[src/rtl/core/mcskv_pkg.sv]
// ----------------------------------------------------------------------------
// mcskv_pkg
// Shared constants, codes and controller/datapath interface types for the
// multi-context sorted key/value store.
// ----------------------------------------------------------------------------
`default_nettype none

package mcskv_pkg;

    // sizing
    localparam int NUM_ENVS  = 8;
    localparam int ENTRIES   = 16;
    localparam int ENV_W     = 3;    // slot / context index
    localparam int CNT_W     = 4;    // context count, 0 .. NUM_ENVS
    localparam int ENT_W     = 4;    // entry index within a slot
    localparam int N_W       = 5;    // entry count, 0 .. ENTRIES
    localparam int ADDR_W    = ENV_W + ENT_W;
    localparam int MEM_DEPTH = NUM_ENVS * ENTRIES;
    localparam int KEY_W     = 32;
    localparam int VAL_W     = 64;

    // request opcodes
    localparam logic [2:0] OP_GET     = 3'd0;
    localparam logic [2:0] OP_SET     = 3'd1;
    localparam logic [2:0] OP_UNSET   = 3'd2;
    localparam logic [2:0] OP_CREATE  = 3'd3;
    localparam logic [2:0] OP_CLONE   = 3'd4;
    localparam logic [2:0] OP_RELEASE = 3'd5;
    localparam logic [2:0] OP_DUMP    = 3'd6;
    localparam logic [2:0] OP_RSVD    = 3'd7;   // unassigned, answered with zeros

    // result status codes
    localparam logic [1:0] ST_OK      = 2'd0;
    localparam logic [1:0] ST_BAD_CTX = 2'd1;
    localparam logic [1:0] ST_FULL    = 2'd2;

    // datapath micro-operations
    typedef enum logic [4:0] {
        MOP_NONE,
        MOP_LOAD,
        MOP_MAP,
        MOP_CNT,
        MOP_RD_IDX,
        MOP_CMP,
        MOP_ENDS,
        MOP_SET_INIT,
        MOP_RD_PREV,
        MOP_WR_UP,
        MOP_WR_KV,
        MOP_IDX_POS,
        MOP_RD_NEXT,
        MOP_WR_DN,
        MOP_DEC,
        MOP_WR_COPY,
        MOP_NEWCTX,
        MOP_RELEASE,
        MOP_IDX_INC
    } t_mop;

    // result kinds
    typedef enum logic [2:0] {
        EM_ZERO,
        EM_BAD,
        EM_FULL0,
        EM_FULLN,
        EM_OK,
        EM_NEW,
        EM_DUMP
    } t_em;

    typedef struct packed {
        t_mop mop;
        logic emit;
        t_em  em;
    } t_cmd;

    typedef struct packed {
        logic [2:0] op;
        logic       valid_ctx;
        logic       ctx_full;
        logic       tbl_full;
        logic       idx_ge_n;
        logic       lt;
        logic       idx_gt_pos;
        logic       idx1_lt_n;
        logic       match;
        logic       dump_more;
        logic       dump_next;
        logic       out_free;
    } t_status;

endpackage

`default_nettype wire

[src/rtl/core/mcskv_ctrl.sv]
// ----------------------------------------------------------------------------
// mcskv_ctrl
// Request sequencer: walks each request through lookup, sorted search,
// shift, copy and result phases by issuing micro-operations to the datapath.
// ----------------------------------------------------------------------------
`default_nettype none

module mcskv_ctrl (
    input  wire logic               i_clk,
    input  wire logic               i_rst_n,
    input  wire logic               i_valid,
    output logic                    o_ready,
    input  wire mcskv_pkg::t_status i_st,
    output mcskv_pkg::t_cmd         o_cmd
);

    typedef enum logic [4:0] {
        S_IDLE, S_MAP, S_CNT, S_DISP, S_SRD, S_SCMP, S_SACT,
        S_SHR, S_SHW, S_WKV, S_DNR, S_DNW, S_DEC,
        S_CPR, S_CPW, S_FIN, S_DRD, S_DEM, S_EMIT
    } t_state;

    t_state         r_state, n_state;
    mcskv_pkg::t_em r_em, n_em;

    assign o_ready = (r_state == S_IDLE);

    // next state and command
    always_comb begin
        n_state    = r_state;
        n_em       = r_em;
        o_cmd.mop  = mcskv_pkg::MOP_NONE;
        o_cmd.emit = 1'b0;
        o_cmd.em   = r_em;
        case (r_state)
            S_IDLE: begin
                if (i_valid) begin
                    o_cmd.mop = mcskv_pkg::MOP_LOAD;
                    n_state   = S_MAP;
                end
            end
            S_MAP: begin
                o_cmd.mop = mcskv_pkg::MOP_MAP;
                n_state   = S_CNT;
            end
            S_CNT: begin
                o_cmd.mop = mcskv_pkg::MOP_CNT;
                n_state   = S_DISP;
            end
            S_DISP: begin
                case (i_st.op)
                    mcskv_pkg::OP_CREATE: begin
                        if (i_st.ctx_full) begin
                            n_em    = mcskv_pkg::EM_FULL0;
                            n_state = S_EMIT;
                        end else begin
                            n_state = S_FIN;
                        end
                    end
                    mcskv_pkg::OP_GET, mcskv_pkg::OP_SET, mcskv_pkg::OP_UNSET: begin
                        if (!i_st.valid_ctx) begin
                            n_em    = mcskv_pkg::EM_BAD;
                            n_state = S_EMIT;
                        end else begin
                            n_state = S_SRD;
                        end
                    end
                    mcskv_pkg::OP_CLONE: begin
                        if (!i_st.valid_ctx) begin
                            n_em    = mcskv_pkg::EM_BAD;
                            n_state = S_EMIT;
                        end else if (i_st.ctx_full) begin
                            n_em    = mcskv_pkg::EM_FULLN;
                            n_state = S_EMIT;
                        end else begin
                            n_state = S_CPR;
                        end
                    end
                    mcskv_pkg::OP_RELEASE: begin
                        if (!i_st.valid_ctx) begin
                            n_em = mcskv_pkg::EM_BAD;
                        end else begin
                            o_cmd.mop = mcskv_pkg::MOP_RELEASE;
                            n_em      = mcskv_pkg::EM_OK;
                        end
                        n_state = S_EMIT;
                    end
                    mcskv_pkg::OP_DUMP: begin
                        if (!i_st.valid_ctx) begin
                            n_em    = mcskv_pkg::EM_BAD;
                            n_state = S_EMIT;
                        end else begin
                            n_state = S_DRD;
                        end
                    end
                    default: begin
                        n_em    = mcskv_pkg::EM_ZERO;
                        n_state = S_EMIT;
                    end
                endcase
            end
            // linear search for the first key not below the request key
            S_SRD: begin
                if (i_st.idx_ge_n) begin
                    o_cmd.mop = mcskv_pkg::MOP_ENDS;
                    n_state   = S_SACT;
                end else begin
                    o_cmd.mop = mcskv_pkg::MOP_RD_IDX;
                    n_state   = S_SCMP;
                end
            end
            S_SCMP: begin
                o_cmd.mop = mcskv_pkg::MOP_CMP;
                n_state   = i_st.lt ? S_SRD : S_SACT;
            end
            S_SACT: begin
                case (i_st.op)
                    mcskv_pkg::OP_SET: begin
                        if (i_st.match) begin
                            n_state = S_WKV;
                        end else if (i_st.tbl_full) begin
                            n_em    = mcskv_pkg::EM_FULLN;
                            n_state = S_EMIT;
                        end else begin
                            o_cmd.mop = mcskv_pkg::MOP_SET_INIT;
                            n_state   = S_SHR;
                        end
                    end
                    mcskv_pkg::OP_UNSET: begin
                        if (i_st.match) begin
                            o_cmd.mop = mcskv_pkg::MOP_IDX_POS;
                            n_state   = S_DNR;
                        end else begin
                            n_em    = mcskv_pkg::EM_OK;
                            n_state = S_EMIT;
                        end
                    end
                    default: begin
                        n_em    = mcskv_pkg::EM_OK;
                        n_state = S_EMIT;
                    end
                endcase
            end
            // insert: move entries up one place from the top down
            S_SHR: begin
                if (i_st.idx_gt_pos) begin
                    o_cmd.mop = mcskv_pkg::MOP_RD_PREV;
                    n_state   = S_SHW;
                end else begin
                    n_state = S_WKV;
                end
            end
            S_SHW: begin
                o_cmd.mop = mcskv_pkg::MOP_WR_UP;
                n_state   = S_SHR;
            end
            S_WKV: begin
                o_cmd.mop = mcskv_pkg::MOP_WR_KV;
                n_em      = mcskv_pkg::EM_OK;
                n_state   = S_EMIT;
            end
            // delete: move entries down one place
            S_DNR: begin
                if (i_st.idx1_lt_n) begin
                    o_cmd.mop = mcskv_pkg::MOP_RD_NEXT;
                    n_state   = S_DNW;
                end else begin
                    n_state = S_DEC;
                end
            end
            S_DNW: begin
                o_cmd.mop = mcskv_pkg::MOP_WR_DN;
                n_state   = S_DNR;
            end
            S_DEC: begin
                o_cmd.mop = mcskv_pkg::MOP_DEC;
                n_em      = mcskv_pkg::EM_OK;
                n_state   = S_EMIT;
            end
            // clone copy walk
            S_CPR: begin
                if (!i_st.idx_ge_n) begin
                    o_cmd.mop = mcskv_pkg::MOP_RD_IDX;
                    n_state   = S_CPW;
                end else begin
                    n_state = S_FIN;
                end
            end
            S_CPW: begin
                o_cmd.mop = mcskv_pkg::MOP_WR_COPY;
                n_state   = S_CPR;
            end
            S_FIN: begin
                if (i_st.out_free) begin
                    o_cmd.mop  = mcskv_pkg::MOP_NEWCTX;
                    o_cmd.emit = 1'b1;
                    o_cmd.em   = mcskv_pkg::EM_NEW;
                    n_state    = S_IDLE;
                end
            end
            // dump walk, one pair per transaction
            S_DRD: begin
                if (i_st.dump_more) begin
                    o_cmd.mop = mcskv_pkg::MOP_RD_IDX;
                    n_state   = S_DEM;
                end else begin
                    n_em    = mcskv_pkg::EM_OK;
                    n_state = S_EMIT;
                end
            end
            S_DEM: begin
                if (i_st.out_free) begin
                    o_cmd.mop  = mcskv_pkg::MOP_IDX_INC;
                    o_cmd.emit = 1'b1;
                    o_cmd.em   = mcskv_pkg::EM_DUMP;
                    n_state    = i_st.dump_next ? S_DRD : S_IDLE;
                end
            end
            S_EMIT: begin
                if (i_st.out_free) begin
                    o_cmd.emit = 1'b1;
                    n_state    = S_IDLE;
                end
            end
            default: begin
                n_state = S_IDLE;
            end
        endcase
    end

    // state register
    always_ff @(posedge i_clk) begin
        if (!i_rst_n) begin
            r_state <= S_IDLE;
            r_em    <= mcskv_pkg::EM_ZERO;
        end else begin
            r_state <= n_state;
            r_em    <= n_em;
        end
    end

`ifndef SYNTH
    // a result is never issued from idle
    a_emit_not_idle: assert property (@(posedge i_clk) disable iff (!i_rst_n)
        o_cmd.emit |-> (r_state != S_IDLE))
        else $error("result issued from idle");

    // a load always starts the context lookup
    a_load_map: assert property (@(posedge i_clk) disable iff (!i_rst_n)
        (o_cmd.mop == mcskv_pkg::MOP_LOAD) |=> (r_state == S_MAP))
        else $error("load not followed by lookup");

    // every emission waits for room in the result register
    a_emit_free: assert property (@(posedge i_clk) disable iff (!i_rst_n)
        o_cmd.emit |-> i_st.out_free)
        else $error("result issued while output busy");
`endif

endmodule

`default_nettype wire

[config.mk]
export PLATFORM = sky130hd
export DESIGN_NAME = mcskv_ctrl
export DESIGN_NICKNAME = d
export VERILOG_FILES = /design/src/rtl/core/mcskv_pkg.sv /design/src/rtl/core/mcskv_ctrl.sv
export SDC_FILE = /design/constraint.sdc
export NUM_CORES = 1
export LEC_CHECK = 0
export ABC_AREA = 1
export BUFFER_PORTS_ARGS = -buffer_cell sky130_fd_sc_hd__buf_4
export CORE_MARGIN = 5
export CORE_UTILIZATION = 45
export DETAILED_ROUTE_END_ITERATION = 10
export PLACE_DENSITY = 0.75
export SLEW_MARGIN = 15
export SYNTH_ARGS = -nofsm -noshare
export SYNTH_HDL_FRONTEND = slang
export SYNTH_SLANG_ARGS = --single-unit
[constraint.sdc]
create_clock -name i_clk -period 2.4 [get_ports i_clk]
set_input_delay 0.72 -clock i_clk [delete_from_list [all_inputs] [get_ports i_clk]]
set_output_delay 0.72 -clock i_clk [all_outputs]
set_load 0.01 [all_outputs]
* Word level (Yosys, flattened, before mapping)
Cells that the tools add are included.
W data, S select, Z words.
** Word-level totals
- Flip-flop bits (word level) :: 8
- Input bits :: 17
- Output and inout port bits :: 10
- Logic and storage cells :: 96
** Cells by class
- Eq/ne operators :: 34
- Mux-type cells :: 51
- Reduce and logical (&&, ||, !) cells :: 9
** Operator list (number)
- $pmux W5 S18 :: 1
- $pmux W5 S17 :: 1
- $mux W5 :: 13
- $mux W3 :: 14
- $eq A5 B4 Y1 const B :: 8
- $pmux W3 S4 :: 2
- $eq A5 B3 Y1 const B :: 4
- $pmux W5 S4 :: 1
- $mux W9 :: 2
- $eq A5 B5 Y1 const B :: 3
- $ne A3 B3 Y1 const B :: 5
- $mux W4 :: 3
- $pmux W3 S2 :: 2
- $eq A5 B2 Y1 const B :: 2
- $mux W2 :: 5
- $pmux W5 S2 :: 1
- $eq A3 B3 Y1 const B :: 3
- $pmux W4 S2 :: 1
- $reduce_and A8 Y1 :: 1
- $eq A3 B2 Y1 const B :: 2
- $ne A2 B2 Y1 const B :: 3
- $eq A5 B1 Y1 const B :: 1
- $logic_not A5 Y1 :: 1
- $mux W1 :: 4
- other kinds (10) :: 11

* Longest topological paths before layout
- Word-level depth :: 4
- Gate-level depth with buffers :: 12
- Mapped depth without buffers :: 11

* Least setup slack after synthesis
Ideal clock, no wire load.
- Kind :: in2out
- Start :: in i_st[11] (netlist bit)
- End :: out o_cmd[5] (netlist bit)
- Arrival :: 1440 ps
- Data required time :: 1680 ps
- Setup slack :: 240 ps
- Cell stages on the path :: 8
- Path buffers :: 0
- Path through :: inv_1 > nor2_1 > nand2_1 > nor2_2 > nand2_1 > nand2_1 > nor2_1 > nand4_1
** RTL lines
- start: declaration :: RTL line mcskv_ctrl.sv:13 : input wire mcskv_pkg::t_status i_st,
- end: declaration :: RTL line mcskv_ctrl.sv:14 : output mcskv_pkg::t_cmd o_cmd

==> metrics.md <==
| Metric | Value |
|---|---|
| Final GP Congestion | `between 0.9 and 1` |
| Worst slew pin tran | `0.298 ns` |
| Worst R2R Path Depth | `9` |
| Async set or reset register ratio after synthesis | `0%` |
| Die X | `roughly 61 um` |
| Post-synth top area cell | `nand2_1` |
| Critical-path cell list | `buf_4 > inv_1 > nor2_2 > nand2_1 > nor2_4 > nand2_1 > nand2_1 > nor2_1 > nand4_1 > buf_4` |
| Post-DP HPWL | `2960 um` |
| Setup_tns | `0 ns` |
| Post-synthesis xor/xnor area fraction | `0%` |
| Yosys reg bits | `8` |
| Leakage | `0.885 nW` |
| Adder and majority gate portion of the synthesized area | `0%` |
| CP endpoint kind | `output pin` |
| CTS tree | `done` |
| Chip height | `61.4 um` |
| Crit Path Category | `in -> out` |
| Final period util | `around 100%` |
| Antenna Cells | `0` |
| Final count of pins violating max slew | `0` |
| Vias | `1596` |
| Syn-to-layout area delta | `30.9%` |
| Post-synth top cells | `77 x nand2_1, 36 x nor2_1, 29 x inv_1` |
| Count leader, synth | `nand2_1` |
| Pre-antenna DRT Iters | `4` |
| Total of fill cells in the finished design | `260` |
| All-Layer GR Usage | `20.4%` |
| Maximum vdd drop | `609 uV` |
| Clk slew on worst S/H paths | `0.05 ns` |
| CP Launch Type | `input port` |
| WHS Endpoint | `r_em[2]$_SDFFE_PN0P_` |
| Clock skew | `0.00144 ns` |
| CP peak stage delay | `0.15 ns` |
| Fmax | `~0.43 GHz` |
| R2R Path End | `r_em[2]$_SDFFE_PN0P_` |
| Slew HR | `about 80%` |
| CP Data Arrival Time | `1.62 ns` |
| Drc violations | `0` |
| Hold wc startpoint | `r_em[2]$_SDFFE_PN0P_` |
| Total Die Area | `approximately 3800 um^2` |
| Worst-Skew Late Latency | `0.25 ns` |
| Largest family of logic cells by synthesized area | `simple AND/OR/NAND/NOR gates` |
| H-tree depth | `1` |
| Worst min path class | `reg -> reg` |
| Fin nets | `294` |
| Compound-Gate Fraction of Synth Area | `13.0%` |
| Non-Filler Instances | `305` |
| Initial drt markers | `121` |
| Ys Warns | `0` |
| Post-synthesis simple-gate area fraction | `60.5%` |
| PnR worst setup slack | `around 0.057 ns` |
| Hold Fails Final Rpt | `0` |
| RSZ-0062 raised after global routing | `true` |
| Mapped Nets | `256` |
| Initial antenna violation count | `0` |
| Row cnt | `18` |
| CP startpoint | `i_st[11]` |
| Crit path time final | `2.34 ns` |
| DR WL/cell | `11.7 um` |
| Largest net degree at the start of global routing | `12` |
| PD cells | `688 nW/um^2` |
| CP required | `1.68 ns` |
| Outcome | `finished clean` |
| Vias in the first global route | `1389` |
| Fraction of layout cells with a size suffix above 1 | `24.4%` |
| Cell area after synthesis | `1190 um^2` |
| Clk buf depth | `2` |
| IO Pins | `27` |
| First-pass GRT wire length | `5730 um` |
| Synth top area share | `24.3%` |
| Syn Area/Cell | `4.98 um^2` |
| Most frequent CP cell | `nand2_1` |
| Post-synth EDFFs | `0` |
| Core Footprint | `2500 um^2` |
| CP max stage cell | `buf_4` |
| CTS Sinks | `8` |
| Hold path depth | `2` |
| CTS Buf Count | `3` |
| Cells after Synth | `239` |
| R2R setup slack | `0.87 ns` |
| Max-cap violations | `0` |
| Drt via density | `5.23` |
| Worst reg2reg startpoint | `r_state[1]$_SDFFE_PN0P_` |
| Number of routed nets with antenna violations | `0` |
| Total Wirelength | `3580 um` |
| Sequential-to-total area share from yosys stat | `13.5%` |
| Highest net fanout along the worst path | `3` |
| Remaining Overflow, GRT | `0` |
| Final setup fails | `0` |
| Worst slack, placed | `0.0249 ns` |
| Cells after DPL | `302` |
| Multiplexer area fraction after synthesis | `0%` |
| Port bufs | `26` |
| Top FF cell, synth | `dfxtp_1` |
| Yosys cell types | `22` |
| Root Buffer | `clkbuf_4` |
| Initial Utilization | `47.6%` |
| Top cells by area, synth | `nand2_1 24%, dfxtp_1 13%, nand3_1 11%, nor2_1 11%, inv_1 9.1%` |
layer usage:
metal | global-route usage [%] | share of wire, %
met1 | 27.9 | 45
met2 | 31.6 | 44
met3 | 3.77 | 7.9
met4 | 8.18 | 3.0
met5 | 0 | 0
kinds of logic (layout without fill, tap and decap cells):
family | after synthesis | after routing
buf+inv | 39 | 75
compound gates | 28 | 28
flops | 8 | 8
simple gates | 164 | 164
where the power goes:
group,total (mW),switching (mW),internal [mW],leakage [nW]
clock,0.0999,0.0429,0.0570,0.0138
combinational,0.729,0.440,0.288,0.803
sequential,0.244,0.0616,0.182,0.0679
cell usage in the layout (no fill, tap or decap):
cell	n
nor2_4	6
dfxtp_2	3
o21ai_2	2
a21oi_1	14
nand4_1	7
nand2_2	1
nand3b_1	2
o21ai_0	7
a211oi_1	1
nand3_1	26
clkinv_1	1
dfxtp_4	2
nand3_2	3
buf_4	36
inv_1	29
nor2_2	4
nor2_1	34
a211oi_2	1
clkbuf_4	3
dfxtp_1	3
o211ai_1	2
inv_2	5
nor3_1	4
o22ai_1	1
nand2_1	77
inv_4	1
final cells by class:
cell class | instances | area (um^2) | share of cell area (%)
clock buffer | 3 | 22.5 | 1.45
inverter | 36 | 138 | 8.84
multi-input combinational | 192 | 918 | 59.0
sequential | 8 | 171 | 11.0
tap | 30 | 37.5 | 2.41
timing repair buffer | 36 | 270 | 17.3
flip-flops by register name, summed over array words and instances (netlist names):
| register | flops |
|---|---|
| r_state | 5 |
| r_em | 3 |
stage by stage:
| stage | power (mW) | hold slack [ns] | cell area [um^2] | utilization, % |
|---|---|---|---|---|
| 2_1_floorplan | 0.691 | 0.443 | 1190 | - |
| 3_3_place_gp | 0.918 | 0.475 | 1480 | 59.1 |
| 3_5_place_dp | 0.920 | 0.481 | 1480 | 59.1 |
| 4_1_cts | 1.05 | 0.493 | 1510 | 60.5 |
| 5_1_grt | 1.18 | 0.531 | 1560 | 62.3 |
| 6_report | 1.07 | 0.483 | 1560 | 62.3 |
critical path: cells and delay by family:
kind,cells,cell delay [ns]
simple gates,7,0.55
buf+inv,3,0.35
what timing repair did:
action / in CTS / in global routing
setup buffers: 0 / 0
hold buffers: 0 / 0
gates resized for setup: 5 / 14
setup endpoints to repair: 3 / 8
worst max path at each step:
| stage | to | slack (ns) | cells past startpoint |
|---|---|---|---|
| after floorplan | o_cmd[5] | 0.24 | 8 |
| after global placement | o_cmd[5] | 0.05 | 10 |
| after detailed placement | o_cmd[5] | 0.02 | 10 |
| after CTS | o_cmd[4] | 0.01 | 8 |
| after global routing | o_cmd[5] | -0.03 | 10 |
| final | o_cmd[5] | 0.06 | 10 |
Power figures use the tool's default switching activity.
